==> src/hdl/pls_pkg.sv <==
// Shared types and codes for the priority load shedder.
package pls_pkg;

   localparam int ENTRY_PRIO_W = 3;
   localparam int ENTRY_CUR_W  = 16;
   localparam int ENTRY_POW_W  = 20;
   localparam int GEN_CUR_W    = 20;
   localparam int SPARE_PWR_W  = 21;
   localparam int DEMAND_OUT_W = 20;
   localparam int COUNT_W      = 5;

   localparam logic [1:0] OP_LOAD  = 2'd0;
   localparam logic [1:0] OP_LEVEL = 2'd1;
   localparam logic [1:0] OP_REACT = 2'd2;
   localparam logic [1:0] OP_DEPL  = 2'd3;

   localparam logic [1:0] LEVEL_WARN  = 2'd1;
   localparam logic [1:0] LEVEL_OTHER = 2'd2;

   localparam logic [1:0] ACT_NONE  = 2'd0;
   localparam logic [1:0] ACT_SHED  = 2'd1;
   localparam logic [1:0] ACT_REACT = 2'd2;
   localparam logic [1:0] ACT_LOAD  = 2'd3;

   localparam logic [2:0] GROUP_FIRST   = 3'd1;
   localparam logic [2:0] GROUP_LOWSHED = 3'd2;
   localparam logic [2:0] GROUP_MID     = 3'd3;
   localparam logic [2:0] GROUP_LAST    = 3'd4;

   typedef enum logic [1:0] {
      ST_IDLE,
      ST_SCAN,
      ST_FINISH
   } state_type;

   typedef enum logic [2:0] {
      MD_SHED,
      MD_REACT,
      MD_SUM,
      MD_CUT,
      MD_ALL
   } mode_type;

   typedef struct packed {
      logic [ENTRY_PRIO_W-1:0] prio;
      logic [ENTRY_CUR_W-1:0]  cur;
      logic [ENTRY_POW_W-1:0]  pow;
   } entry_type;

   typedef struct packed {
      logic we;
      logic value;
   } mark_cmd_type;

endpackage

==> src/hdl/priority_load_shedder.sv <==
// Load item: one word in the cycle after accept; busy stays low, so loads can come every cycle.
// Other items scan one entry per cycle on the single memory read port and hold busy until
// done (level tick, reactivate or depletion; the scan covers the n entries in use); the
// final word is out, and the next item can be taken, in the first cycle with busy low.
// Words come at most one per cycle on a strobe; the receiver cannot stall them.
// Synchronous active-high reset clears the marks, the count and the sequencer, not the entries.
module priority_load_shedder
   import pls_pkg::*;
#(
   parameter int MAX_CONSUMERS = 16
) (
   input  logic                    clock,
   input  logic                    reset,
   input  logic                    start,
   output logic                    busy,
   input  logic [1:0]              req_op,
   input  logic [3:0]              req_entry_index,
   input  logic [ENTRY_PRIO_W-1:0] req_entry_priority,
   input  logic [ENTRY_CUR_W-1:0]  req_entry_current,
   input  logic [ENTRY_POW_W-1:0]  req_entry_power,
   input  logic                    req_entry_active,
   input  logic [1:0]              req_power_level,
   input  logic                    req_generator_present,
   input  logic [GEN_CUR_W-1:0]    req_generator_current,
   input  logic signed [SPARE_PWR_W-1:0] req_headroom_power,
   input  logic                    csr_wr_en,
   input  logic [COUNT_W-1:0]      csr_wr_data,
   output logic                    rsp_valid,
   output logic [1:0]              rsp_action,
   output logic [3:0]              rsp_consumer_index,
   output logic [DEMAND_OUT_W-1:0] rsp_remaining_demand,
   output logic                    rsp_last
);

   localparam int IDX_W = (MAX_CONSUMERS > 1) ? $clog2(MAX_CONSUMERS) : 1;
   localparam int CNT_W = $clog2(MAX_CONSUMERS + 1);
   localparam int CMP_W = (CNT_W > COUNT_W) ? CNT_W : COUNT_W;
   localparam int SUM_W = ENTRY_CUR_W + CNT_W;
   localparam int DEM_W = (SUM_W > GEN_CUR_W + 1) ? SUM_W : GEN_CUR_W + 1;

   state_type                state_ff, state_in;
   mode_type                 mode_ff, mode_in;
   logic [COUNT_W-1:0]       count_ff;
   logic [CNT_W-1:0]         n_ff, n_in, n_now;
   logic [IDX_W-1:0]         last_idx;
   logic [2:0]               group_ff, group_in;
   logic [IDX_W-1:0]         ptr_ff, ptr_in;
   logic                     issue_ff, issue_in;
   logic                     ev_valid_ff, ev_valid_in;
   logic [IDX_W-1:0]         ev_addr_ff, ev_addr_in;
   logic [2:0]               ev_group_ff, ev_group_in;
   logic [DEM_W-1:0]         demand_ff, demand_in;
   logic                     gen_ff, gen_in;
   logic [GEN_CUR_W-1:0]     avail_ff, avail_in;
   logic [ENTRY_POW_W-1:0]   headroom_ff, headroom_in;

   logic                     pend_valid_ff, pend_valid_in;
   logic [1:0]               pend_action_ff, pend_action_in;
   logic [3:0]               pend_index_ff, pend_index_in;
   logic [DEMAND_OUT_W-1:0]  pend_demand_ff, pend_demand_in;

   logic                     rsp_valid_ff, rsp_valid_in;
   logic [1:0]               rsp_action_ff, rsp_action_in;
   logic [3:0]               rsp_index_ff, rsp_index_in;
   logic [DEMAND_OUT_W-1:0]  rsp_demand_ff, rsp_demand_in;
   logic                     rsp_last_ff, rsp_last_in;

   logic                     tbl_wr_en;
   entry_type                tbl_wr_data;
   entry_type                rd_data;
   mark_cmd_type             mark_cmd;
   logic [IDX_W-1:0]         mark_addr;
   logic                     mark_rd;

   logic                     accept;
   logic                     in_range;
   logic [CMP_W-1:0]         count_x;
   logic                     prio_hit;
   logic [DEM_W-1:0]         dem_sub;
   logic [DEM_W-1:0]         avail_x;
   logic                     res_v;
   logic [1:0]               res_action;
   logic [DEMAND_OUT_W-1:0]  res_demand;
   logic                     stop;
   logic                     desc;

   pls_table #(
      .MAX_CONSUMERS(MAX_CONSUMERS),
      .IDX_W(IDX_W)
   ) u_table (
      .clock(clock),
      .reset(reset),
      .wr_en(tbl_wr_en),
      .wr_addr(IDX_W'(req_entry_index)),
      .wr_data(tbl_wr_data),
      .rd_addr(ptr_ff),
      .rd_data(rd_data),
      .mark_cmd(mark_cmd),
      .mark_addr(mark_addr),
      .mark_rd_addr(ev_addr_ff),
      .mark_rd(mark_rd)
   );

   assign accept   = start && (state_ff == ST_IDLE);
   assign in_range = ({28'd0, req_entry_index} < 32'(MAX_CONSUMERS));
   assign count_x  = CMP_W'(count_ff);
   assign n_now    = (count_x > CMP_W'(MAX_CONSUMERS)) ? CNT_W'(MAX_CONSUMERS)
                                                       : CNT_W'(count_x);
   assign last_idx = IDX_W'(n_ff - CNT_W'(1));
   assign avail_x  = DEM_W'(avail_ff);
   assign dem_sub  = demand_ff - DEM_W'(rd_data.cur);
   assign prio_hit = (rd_data.prio == ev_group_ff);
   assign desc     = (mode_ff == MD_SHED) || (mode_ff == MD_CUT);

   assign tbl_wr_en             = accept && (req_op == OP_LOAD) && in_range;
   assign tbl_wr_data.prio      = req_entry_priority;
   assign tbl_wr_data.cur       = req_entry_current;
   assign tbl_wr_data.pow       = req_entry_power;

   always_ff @(posedge clock) begin
      if (reset) begin
         count_ff <= '0;
      end else if (csr_wr_en) begin
         count_ff <= csr_wr_data;
      end
   end

   always_ff @(posedge clock) begin
      if (reset) begin
         state_ff      <= ST_IDLE;
         issue_ff      <= 1'b0;
         ev_valid_ff   <= 1'b0;
         pend_valid_ff <= 1'b0;
         rsp_valid_ff  <= 1'b0;
      end else begin
         state_ff      <= state_in;
         issue_ff      <= issue_in;
         ev_valid_ff   <= ev_valid_in;
         pend_valid_ff <= pend_valid_in;
         rsp_valid_ff  <= rsp_valid_in;
      end
   end

   always_ff @(posedge clock) begin
      mode_ff        <= mode_in;
      n_ff           <= n_in;
      group_ff       <= group_in;
      ptr_ff         <= ptr_in;
      ev_addr_ff     <= ev_addr_in;
      ev_group_ff    <= ev_group_in;
      demand_ff      <= demand_in;
      gen_ff         <= gen_in;
      avail_ff       <= avail_in;
      headroom_ff    <= headroom_in;
      pend_action_ff <= pend_action_in;
      pend_index_ff  <= pend_index_in;
      pend_demand_ff <= pend_demand_in;
      rsp_action_ff  <= rsp_action_in;
      rsp_index_ff   <= rsp_index_in;
      rsp_demand_ff  <= rsp_demand_in;
      rsp_last_ff    <= rsp_last_in;
   end

   always_comb begin
      state_in       = state_ff;
      mode_in        = mode_ff;
      n_in           = n_ff;
      group_in       = group_ff;
      ptr_in         = ptr_ff;
      issue_in       = issue_ff;
      ev_valid_in    = 1'b0;
      ev_addr_in     = ptr_ff;
      ev_group_in    = group_ff;
      demand_in      = demand_ff;
      gen_in         = gen_ff;
      avail_in       = avail_ff;
      headroom_in    = headroom_ff;
      pend_valid_in  = pend_valid_ff;
      pend_action_in = pend_action_ff;
      pend_index_in  = pend_index_ff;
      pend_demand_in = pend_demand_ff;
      rsp_valid_in   = 1'b0;
      rsp_action_in  = rsp_action_ff;
      rsp_index_in   = rsp_index_ff;
      rsp_demand_in  = rsp_demand_ff;
      rsp_last_in    = rsp_last_ff;
      mark_cmd.we    = 1'b0;
      mark_cmd.value = 1'b0;
      mark_addr      = ev_addr_ff;
      res_v          = 1'b0;
      res_action     = ACT_SHED;
      res_demand     = '0;
      stop           = 1'b0;

      unique case (state_ff)
         ST_IDLE: begin
            if (accept) begin
               n_in          = n_now;
               demand_in     = '0;
               pend_valid_in = 1'b0;
               gen_in        = req_generator_present;
               avail_in      = req_generator_current;
               headroom_in   = req_headroom_power[ENTRY_POW_W-1:0];
               issue_in      = 1'b1;
               unique case (req_op)
                  OP_LOAD: begin
                     issue_in       = 1'b0;
                     mark_cmd.we    = in_range;
                     mark_cmd.value = req_entry_active;
                     mark_addr      = IDX_W'(req_entry_index);
                     rsp_valid_in   = 1'b1;
                     rsp_action_in  = in_range ? ACT_LOAD : ACT_NONE;
                     rsp_index_in   = in_range ? req_entry_index : 4'd0;
                     rsp_demand_in  = '0;
                     rsp_last_in    = 1'b1;
                  end
                  OP_LEVEL: begin
                     mode_in  = MD_SHED;
                     group_in = (req_power_level == LEVEL_WARN) ? GROUP_LAST : GROUP_MID;
                     ptr_in   = IDX_W'(n_now - CNT_W'(1));
                     if ((n_now == '0) || ((req_power_level != LEVEL_WARN) &&
                                           (req_power_level != LEVEL_OTHER))) begin
                        issue_in = 1'b0;
                        state_in = ST_FINISH;
                     end else begin
                        state_in = ST_SCAN;
                     end
                  end
                  OP_REACT: begin
                     mode_in  = MD_REACT;
                     group_in = GROUP_FIRST;
                     ptr_in   = '0;
                     if ((n_now == '0) || req_headroom_power[SPARE_PWR_W-1]) begin
                        issue_in = 1'b0;
                        state_in = ST_FINISH;
                     end else begin
                        state_in = ST_SCAN;
                     end
                  end
                  default: begin
                     mode_in = MD_SUM;
                     ptr_in  = '0;
                     if (n_now == '0) begin
                        issue_in = 1'b0;
                        state_in = ST_FINISH;
                     end else begin
                        state_in = ST_SCAN;
                     end
                  end
               endcase
            end
         end

         ST_SCAN: begin
            // evaluate the entry read last cycle
            if (ev_valid_ff) begin
               case (mode_ff)
                  MD_SHED: begin
                     if (mark_rd && prio_hit) begin
                        mark_cmd.we = 1'b1;
                        res_v       = 1'b1;
                        stop        = 1'b1;
                     end
                  end
                  MD_REACT: begin
                     if (!mark_rd && prio_hit && (rd_data.pow <= headroom_ff)) begin
                        mark_cmd.we    = 1'b1;
                        mark_cmd.value = 1'b1;
                        res_v          = 1'b1;
                        res_action     = ACT_REACT;
                        stop           = 1'b1;
                     end
                  end
                  MD_SUM: begin
                     if (mark_rd) begin
                        demand_in = demand_ff + DEM_W'(rd_data.cur);
                     end
                  end
                  MD_CUT: begin
                     if (mark_rd && prio_hit) begin
                        mark_cmd.we = 1'b1;
                        res_v       = 1'b1;
                        res_demand  = DEMAND_OUT_W'(dem_sub);
                        demand_in   = dem_sub;
                        stop        = (dem_sub <= avail_x);
                     end
                  end
                  default: begin
                     if (mark_rd) begin
                        mark_cmd.we = 1'b1;
                        res_v       = 1'b1;
                        res_demand  = DEMAND_OUT_W'(dem_sub);
                        demand_in   = dem_sub;
                     end
                  end
               endcase
            end

            // hold each result until the next one shows whether it is the final word
            if (res_v) begin
               if (pend_valid_ff) begin
                  rsp_valid_in  = 1'b1;
                  rsp_action_in = pend_action_ff;
                  rsp_index_in  = pend_index_ff;
                  rsp_demand_in = pend_demand_ff;
                  rsp_last_in   = 1'b0;
               end
               pend_valid_in  = 1'b1;
               pend_action_in = res_action;
               pend_index_in  = 4'(ev_addr_ff);
               pend_demand_in = res_demand;
            end

            if (stop) begin
               issue_in = 1'b0;
               state_in = ST_FINISH;
            end else if (issue_ff) begin
               ev_valid_in = 1'b1;
               if (desc) begin
                  if (ptr_ff == '0) begin
                     if (group_ff == GROUP_LOWSHED) begin
                        issue_in = 1'b0;
                     end else begin
                        group_in = group_ff - 3'd1;
                        ptr_in   = last_idx;
                     end
                  end else begin
                     ptr_in = ptr_ff - IDX_W'(1);
                  end
               end else begin
                  if (ptr_ff == last_idx) begin
                     if ((mode_ff == MD_REACT) && (group_ff != GROUP_LAST)) begin
                        group_in = group_ff + 3'd1;
                        ptr_in   = '0;
                     end else begin
                        issue_in = 1'b0;
                     end
                  end else begin
                     ptr_in = ptr_ff + IDX_W'(1);
                  end
               end
            end else if (!ev_valid_ff) begin
               // pass drained: after the sum, pick the shedding pass
               if ((mode_ff == MD_SUM) && gen_ff && (demand_ff > avail_x)) begin
                  mode_in  = MD_CUT;
                  group_in = GROUP_LAST;
                  ptr_in   = last_idx;
                  issue_in = 1'b1;
               end else if ((mode_ff == MD_SUM) && !gen_ff) begin
                  mode_in  = MD_ALL;
                  ptr_in   = '0;
                  issue_in = 1'b1;
               end else begin
                  state_in = ST_FINISH;
               end
            end
         end

         ST_FINISH: begin
            rsp_valid_in = 1'b1;
            rsp_last_in  = 1'b1;
            if (pend_valid_ff) begin
               rsp_action_in = pend_action_ff;
               rsp_index_in  = pend_index_ff;
               rsp_demand_in = pend_demand_ff;
            end else begin
               rsp_action_in = ACT_NONE;
               rsp_index_in  = 4'd0;
               rsp_demand_in = DEMAND_OUT_W'(demand_ff);
            end
            pend_valid_in = 1'b0;
            state_in      = ST_IDLE;
         end

         default: begin
            state_in = ST_IDLE;
         end
      endcase
   end

   assign busy                 = (state_ff != ST_IDLE);
   assign rsp_valid            = rsp_valid_ff;
   assign rsp_action           = rsp_action_ff;
   assign rsp_consumer_index   = rsp_index_ff;
   assign rsp_remaining_demand = rsp_demand_ff;
   assign rsp_last             = rsp_last_ff;

endmodule

==> src/hdl/pls_table.sv <==
// Consumer table: entry memory with registered read, and active marks in flops.
module pls_table
   import pls_pkg::*;
#(
   parameter int MAX_CONSUMERS = 16,
   parameter int IDX_W = 4
) (
   input  logic             clock,
   input  logic             reset,
   input  logic             wr_en,
   input  logic [IDX_W-1:0] wr_addr,
   input  entry_type        wr_data,
   input  logic [IDX_W-1:0] rd_addr,
   output entry_type        rd_data,
   input  mark_cmd_type     mark_cmd,
   input  logic [IDX_W-1:0] mark_addr,
   input  logic [IDX_W-1:0] mark_rd_addr,
   output logic             mark_rd
);

   entry_type                mem [MAX_CONSUMERS];
   entry_type                rd_data_ff;
   logic [MAX_CONSUMERS-1:0] marks_ff;

   always_ff @(posedge clock) begin
      if (wr_en) begin
         mem[wr_addr] <= wr_data;
      end
      rd_data_ff <= mem[rd_addr];
   end

   always_ff @(posedge clock) begin
      if (reset) begin
         marks_ff <= '0;
      end else if (mark_cmd.we) begin
         marks_ff[mark_addr] <= mark_cmd.value;
      end
   end

   assign rd_data = rd_data_ff;
   assign mark_rd = marks_ff[mark_rd_addr];

endmodule

==> config.mk <==
export PLATFORM = sky130hd
export DESIGN_NAME = priority_load_shedder
export DESIGN_NICKNAME = d
export VERILOG_FILES = /design/src/hdl/pls_pkg.sv /design/src/hdl/priority_load_shedder.sv /design/src/hdl/pls_table.sv
export SDC_FILE = /design/constraint.sdc
export NUM_CORES = 1
export LEC_CHECK = 0
export BUFFER_PORTS_ARGS = -buffer_cell sky130_fd_sc_hd__buf_4
export CAP_MARGIN = 20
export CORE_AREA = 2 2 258 234
export CTS_CLUSTER_DIAMETER = 60
export DETAILED_ROUTE_END_ITERATION = 10
export DIE_AREA = 0 0 260 236
export GPL_TIMING_DRIVEN = 0
export PLACE_DENSITY = 0.86
export SKIP_LAST_GASP = 1
export SLEW_MARGIN = 30
export SYNTH_ARGS = -nofsm -noshare
export SYNTH_HDL_FRONTEND = slang
export SYNTH_HIERARCHICAL = 1
export SYNTH_SLANG_ARGS = --single-unit
==> constraint.sdc <==
create_clock -name clock -period 6.9 [get_ports clock]
set_clock_uncertainty 0.2 [all_clocks]
set_input_delay 0.69 -clock clock [delete_from_list [all_inputs] [get_ports clock]]
set_output_delay 0.69 -clock clock [all_outputs]
set_load 0.03 [all_outputs]
==> results.json, run 1 <==
{
  "status": "completed",
  "gr-total-overflow": 0,
  "leakage_uw": 0.0141,
  "ys_types": 86,
  "max_freq_mhz": 194,
  "finalNetCount": 2573,
  "avgViaCountPerCell": 6.60,
  "synth_edf_count": 753,
  "holdPathStages": 1,
  "finalHoldViolations": 0,
  "firstDrtPassIters": 6,
  "synth_top_area_share_pct": 64.8,
  "hp-class": "in2reg",
  "rsz0062_at_grt": "no",
  "hold_slack_ns": 0.0286,
  "start_util_pct": 59.1,
  "syn_area_sq_um": 34900,
  "yosysWarnings": 6,
  "clockRootBuffer": "clkbuf_16",
  "cap_viol_max_count": 0,
  "dieArea_sq_um": 61400,
  "antenna_found_initial": 0,
  "finalMaxSlewViolations": 0,
  "finalPower_uw": 14700,
  "startpoint_type": "flop",
  "arrival_ns": 5.23,
  "ys_top_cells_by_area": "edfxtp_1 65%, mux4_2 10%, dfxtp_1 4.2%, ha_1 3.8%, a22oi_1 2.2%",
  "io_buffers": 126,
  "drc": 0,
  "ios": 128,
  "multiInputGateArea_sq_um": 10000,
  "fillers": 3562,
  "ys.flop_type": "edfxtp_1",
  "place_area_sq_um": 37800,
  "final_cell_area_sq_um": 40700,
  "wl_per_cell_microns": 28.7,
  "worst_slew_pin_slew_ns": 1.03,
  "fin_crit_sh_pct": 74.9,
  "cp_slowest_stage_delay_ns": 0.46,
  "ctsLongestPathBuffers": 3,
  "htreeDepth": 3,
  "grt_start_max_net_pins": 27,
  "fp.dieW_microns": 260,
  "clk_latency_ns": 0.66,
  "rows": 85,
  "dp_hpwl_mm": 57.9,
  "ys_ff_latch": 826,
  "synthTopCellsByCount": "753 x edfxtp_1, 160 x mux4_2, 109 x inv_1",
  "cts_tree": "done",
  "synth_top_area_cell": "edfxtp_1",
  "cts_buffers": 80,
  "async_reset_ff_share_pct": 0,
  "cp_slowest_cell": "edfxtp_1",
  "place.gp.congestion": 0.956,
  "power.density_nw_per_um2": 361,
  "yosysMostFrequentCell": "edfxtp_1",
  "crit_chain": "inv_1 > ha_1 > inv_1 > fa_1 > a211oi_2 > o211ai_2 > and4bb_1 > nor2_2 > o21a_1 > xor2_1 > ha_1 > nand4_1 > nor3_1 > a221oi_1 > a211o_1 > o21ai_2 > or3_4 > a21oi_1",
  "synthCells": 2089,
  "core_sq_um": 59000,
  "worst_setup_path_end_kind": "flop",
  "path_clk_slew_ns": 0.06,
  "ff_latch_area_sq_um": 24100,
  "cts.sinks": 826,
  "die_h_microns": 236,
  "postSynthAreaPerCell_sq_um": 16.7,
  "ys_seq_area_share_pct": 69.0,
  "grtUsageTotal_pct": 30.4,
  "area_delta_synth_final_pct": 16.6,
  "ir_worst_vdd_mv": 0.257,
  "setup_viol": 0,
  "worstSetupPathType": "reg2reg",
  "min_period_ns": 5.17,
  "dr.first_iter.drc_count": 2988,
  "drive_gt1_share_pct": 22.7,
  "syn_nets": 2296,
  "ctsHoldBuffers": 16,
  "grt_pass1_vias": 21557,
  "ff2ff_path_depth": 18,
  "vias": 21201,
  "path_max_fanout": 4,
  "post-cts-setup-buffers": 0,
  "worstPathRequired_ns": 6.96,
  "maxSlewHeadroom_pct": 31.6,
  "grt_pass1_wl_mm": 136,
  "antenna_left": 0,
  "routed_wirelength_mm": 92.3,
  "cts_resized": 0
}
## sequential cells by signal, indices dropped and copies added, names as in the netlist, 3 cells and up
register and count:
ev_group_ff 3, pend_demand_ff 20, count_ff 5, avail_ff 20, rsp_consumer_index 4, headroom_ff 20
n_ff 4, u_table/rd_data 39, mode_ff 3, ev_addr_in 4, pend_index_ff 4, rsp_remaining_demand 20
demand_ff 21, u_table/marks_ff 16, ev_addr_ff 4, u_table/mem 624, ev_group_in 3
## layer usage
metal,part of all wire (%),GRT usage (%)
met2,50,51.2
met1,35,38.9
met3,10,5.74
met5,0,0
met4,4.9,13.2
## cell families after synthesis
kind of cell | count (synthesis) | synth area share (%)
buffers and inverters | 205 | 2.56
adder cells (fa/ha/maj) | 108 | 3.94
XOR/XNOR | 48 | 1.24
AO/OA/AOI/OAI | 340 | 6.67
multiplexers | 176 | 10.8
flip-flops | 826 | 69.0
AND/OR/NAND/NOR | 386 | 5.79
## worst max-delay path: cells and delay by family (launching register included)
family          cells  cell delay, ns
simple gates        5            1.06
compound gates      7            1.68
xor+xnor            1            0.24
buf+inv             2            0.22
flops               1            0.46
fa+ha+maj           3            0.94
## placed cells by master, fill, tap and decap left out, drive strengths merged, types with 22 or more instances in the layout
| cell | count |
|---|---|
| nand3 | 36 |
| nor2b | 42 |
| clkbuf | 161 |
| nor2 | 91 |
| mux4 | 160 |
| ha | 105 |
| xnor2 | 29 |
| nand2 | 96 |
| clkinv | 25 |
| buf | 220 |
| inv | 114 |
| a21oi | 80 |
| o21ai | 68 |
| dfxtp | 73 |
| a22oi | 101 |
| nor3 | 22 |
| edfxtp | 753 |
## metrics by stage
step	setup WS, ns	util (%)	TNS (ns)	std cells
CTS	1.78	68.9	0	3213
global route	1.46	68.9	0	3213
finish	1.73	68.9	0	3214
global placement	-3.17	62.4	-777.50	2998
detailed placement	1.81	64.1	0	3051
floorplan	0.766	-	0	2089
## area by class of cell
cell class / instances / share of cell area [%]
Antenna cell: 1 / 0.00615
Clock inverter: 39 / 1.18
Buffer: 95 / 1.18
Inverter: 110 / 1.02
Clock buffer: 107 / 5.40
Timing Repair Buffer: 195 / 4.90
Tap cell: 783 / 2.41
Sequential cell: 826 / 59.2
Multi-Input combinational cell: 1058 / 24.7
## power by group
group          leakage (uW)  internal, uW  switching (uW)
clock               0.00130          2530            1950
combinational       0.00536          1700            2500
sequential          0.00748          5760             226
total                0.0141         10000            4670
## worst paths after layout
check,startpoint,to,slack [ns]
max,demand_ff[0],ev_addr_in[3],1.73
min,req_headroom_power[0],headroom_ff[0],0.03
max reg2reg,demand_ff[0],ev_addr_in[3],1.73
min reg2reg,ev_group_in[1],ev_group_ff[1],0.23
(Power assumes the default switching activity.)
==> inputs of run 2 (changes only) <==
==> constraint.sdc (replaced) <==
create_clock -name clock -period 5.1 [get_ports clock]
set_clock_uncertainty 0.2 [all_clocks]
set_input_delay 0.51 -clock clock [delete_from_list [all_inputs] [get_ports clock]]
set_output_delay 0.51 -clock clock [all_outputs]
set_load 0.03 [all_outputs]
==> results.json, run 2 (synthesis results as in run 1) <==
{
  "area_delta_synth_final_pct": 18.9,
  "cts_tree": "done",
  "gr-total-overflow": 0,
  "dr.first_iter.drc_count": 2864,
  "htreeDepth": 3,
  "multiInputGateArea_sq_um": 10100,
  "worst_setup_path_end_kind": "flop",
  "worstSetupPathType": "reg2reg",
  "grt_pass1_vias": 22141,
  "clockRootBuffer": "clkbuf_16",
  "worst-path-buf-inv": 1,
  "ctsLongestPathBuffers": 3,
  "ff2ff_path_depth": 17,
  "hp-class": "in2reg",
  "post-route-util_pct": 70.3,
  "firstDrtPassIters": 9,
  "fin_ws_ns": 0.188,
  "sw_frac_of_total_pct": 32.0,
  "io_buffers": 126,
  "crit_chain": "ha_1 > buf_4 > o21a_1 > o31a_1 > o21ai_1 > a21oi_1 > a21o_1 > a21oi_1 > xnor2_1 > ha_1 > nand4_1 > nor3_1 > a221oi_1 > a211o_1 > o21ai_4 > or3_4 > a21oi_4",
  "die_h_microns": 236,
  "vias": 21377,
  "worst_slew_pin_slew_ns": 0.986,
  "cts.sinks": 826,
  "min_period_ns": 4.91,
  "setup_viol": 0,
  "hold_slack_ns": 0.100,
  "violations": "DRC",
  "routed_wirelength_mm": 93.8,
  "wl_per_cell_microns": 28.6,
  "place_ws_ns": -0.0538,
  "antenna_left": 0,
  "most-common-layout-cells": "753 x edfxtp_1, 160 x mux4_2, 140 x buf_4, 107 x inv_1, 105 x ha_1",
  "drive_gt1_share_pct": 22.1,
  "worstPathRequired_ns": 5.24,
  "status": "finished with violations",
  "finalMaxSlewViolations": 0,
  "crit_cells": 17,
  "finalNetCount": 2639,
  "largest_reg_flops": 624,
  "leakage_uw": 0.0145,
  "path_max_fanout": 9,
  "p_comb_share_pct": 28.9,
  "arrival_ns": 5.05,
  "dp_hpwl_mm": 58.0,
  "core_sq_um": 59000,
  "grt_start_max_net_pins": 27,
  "clk_latency_ns": 0.66,
  "top_register": "u_table/mem",
  "startpoint_type": "flop",
  "ir_worst_vdd_mv": 0.363,
  "cp_slowest_stage_delay_ns": 0.52,
  "place_area_sq_um": 37900,
  "cp_slowest_cell": "edfxtp_1",
  "mostFrequentLayoutCell": "edfxtp_1",
  "path_clk_slew_ns": 0.06,
  "final_cell_area_sq_um": 41500,
  "switchingPower_uw": 6350,
  "internal_power_uw": 13500,
  "reg_top3": "u_table/mem: 624 flops, u_table/rd_data: 39 flops, demand_ff: 21 flops",
  "rows": 85,
  "antenna_found_initial": 2,
  "maxSlewHeadroom_pct": 34.3,
  "power.density_nw_per_um2": 479,
  "grt_pass1_wl_mm": 139,
  "finalHoldViolations": 0,
  "ff_latch_area_sq_um": 24100,
  "clkPwrFrac_pct": 30.3,
  "holdPathStages": 3,
  "fp.dieW_microns": 260,
  "avgViaCountPerCell": 6.52,
  "fin_crit_sh_pct": 96.3,
  "ios": 128,
  "start_util_pct": 59.1,
  "max_freq_mhz": 204,
  "cap_viol_max_count": 0,
  "rsz0062_at_grt": "no",
  "cts_buffers": 81,
  "drc": 2,
  "seq_power_share_pct": 40.8,
  "cpLargestDelayFamily": "compound AO/OA/AOI/OAI gates",
  "place.gp.congestion": 0.953,
  "fillers": 3455,
  "dieArea_sq_um": 61400,
  "grtUsageTotal_pct": 30.9
}
## run 2: cell count changes in the layout (fill, tap and decap cells not counted), sizes merged
cell         previous run  this run
clkinv                 25        31
buf                   220       215
clkinvlp                3         2
dlygate4sd3            16        86
clkbuf                161       159
bufinv                  7         5
inv                   114       115
## run 2: power groups by stage
stage / combinational (uW) / sequential, uW / clock (uW)
floorplan: 3820 / 8180 / 0
global placement: 5150 / 8220 / 0
detailed placement: 5410 / 8230 / 0
CTS: 5570 / 8100 / 6040
global route: 6150 / 8130 / 6300
finish: 5740 / 8100 / 6020
## run 2: path summary, 6_finish.rpt
kind,startpoint,to,slack [ns]
setup / recovery,demand_ff[2],ev_addr_in[1],0.19
hold / removal,csr_wr_en,count_ff[3],0.1
setup reg to reg,demand_ff[2],ev_addr_in[1],0.19
hold reg to reg,ev_group_in[1],ev_group_ff[1],0.24
## run 2: tightest hold or removal path: cells and delay by family
family / cells / cell delay, ns
simple gates: 1 / 0.07
mux: 1 / 0.15
buf+inv: 1 / 0.17
## run 2: layout make-up
cell class | count | area share (%)
diodes | 1 | 0.00603
plain buffers | 95 | 1.16
clock buffers | 105 | 5.35
clock inverters | 43 | 1.07
inverters | 110 | 1.00
multi-input cells | 1058 | 24.4
flip-flops and latches | 826 | 58.0
well taps | 783 | 2.36
repair buffers | 260 | 6.65
## run 2: stage by stage
stage / cells / TNS, ns / total power [uW]
2_1_floorplan: 2089 / 0 / 12000
3_3_place_gp: 2998 / -1509.62 / 13400
3_5_place_dp: 3043 / -0.215 / 13600
4_1_cts: 3277 / 0 / 19700
5_1_grt: 3280 / 0 / 20600
6_report: 3281 / 0 / 19900
## run 2: metal layers
layer	global-route usage [%]	part of all wire, %	vias up
met5	0	0.023	-
met4	14.1	4.9	4
met3	5.50	9.1	327
met2	52.8	51	1481
met1	38.7	35	10652
li1	-	-	8913
## run 2: what timing repair did
item                       in CTS  in global routing
hold buffers                   86                  0
gates resized for setup         1                  5
hold endpoints to repair      671                  0
setup buffers                   0                  3
setup endpoints to repair       4                  9
pin swaps                       0                  4
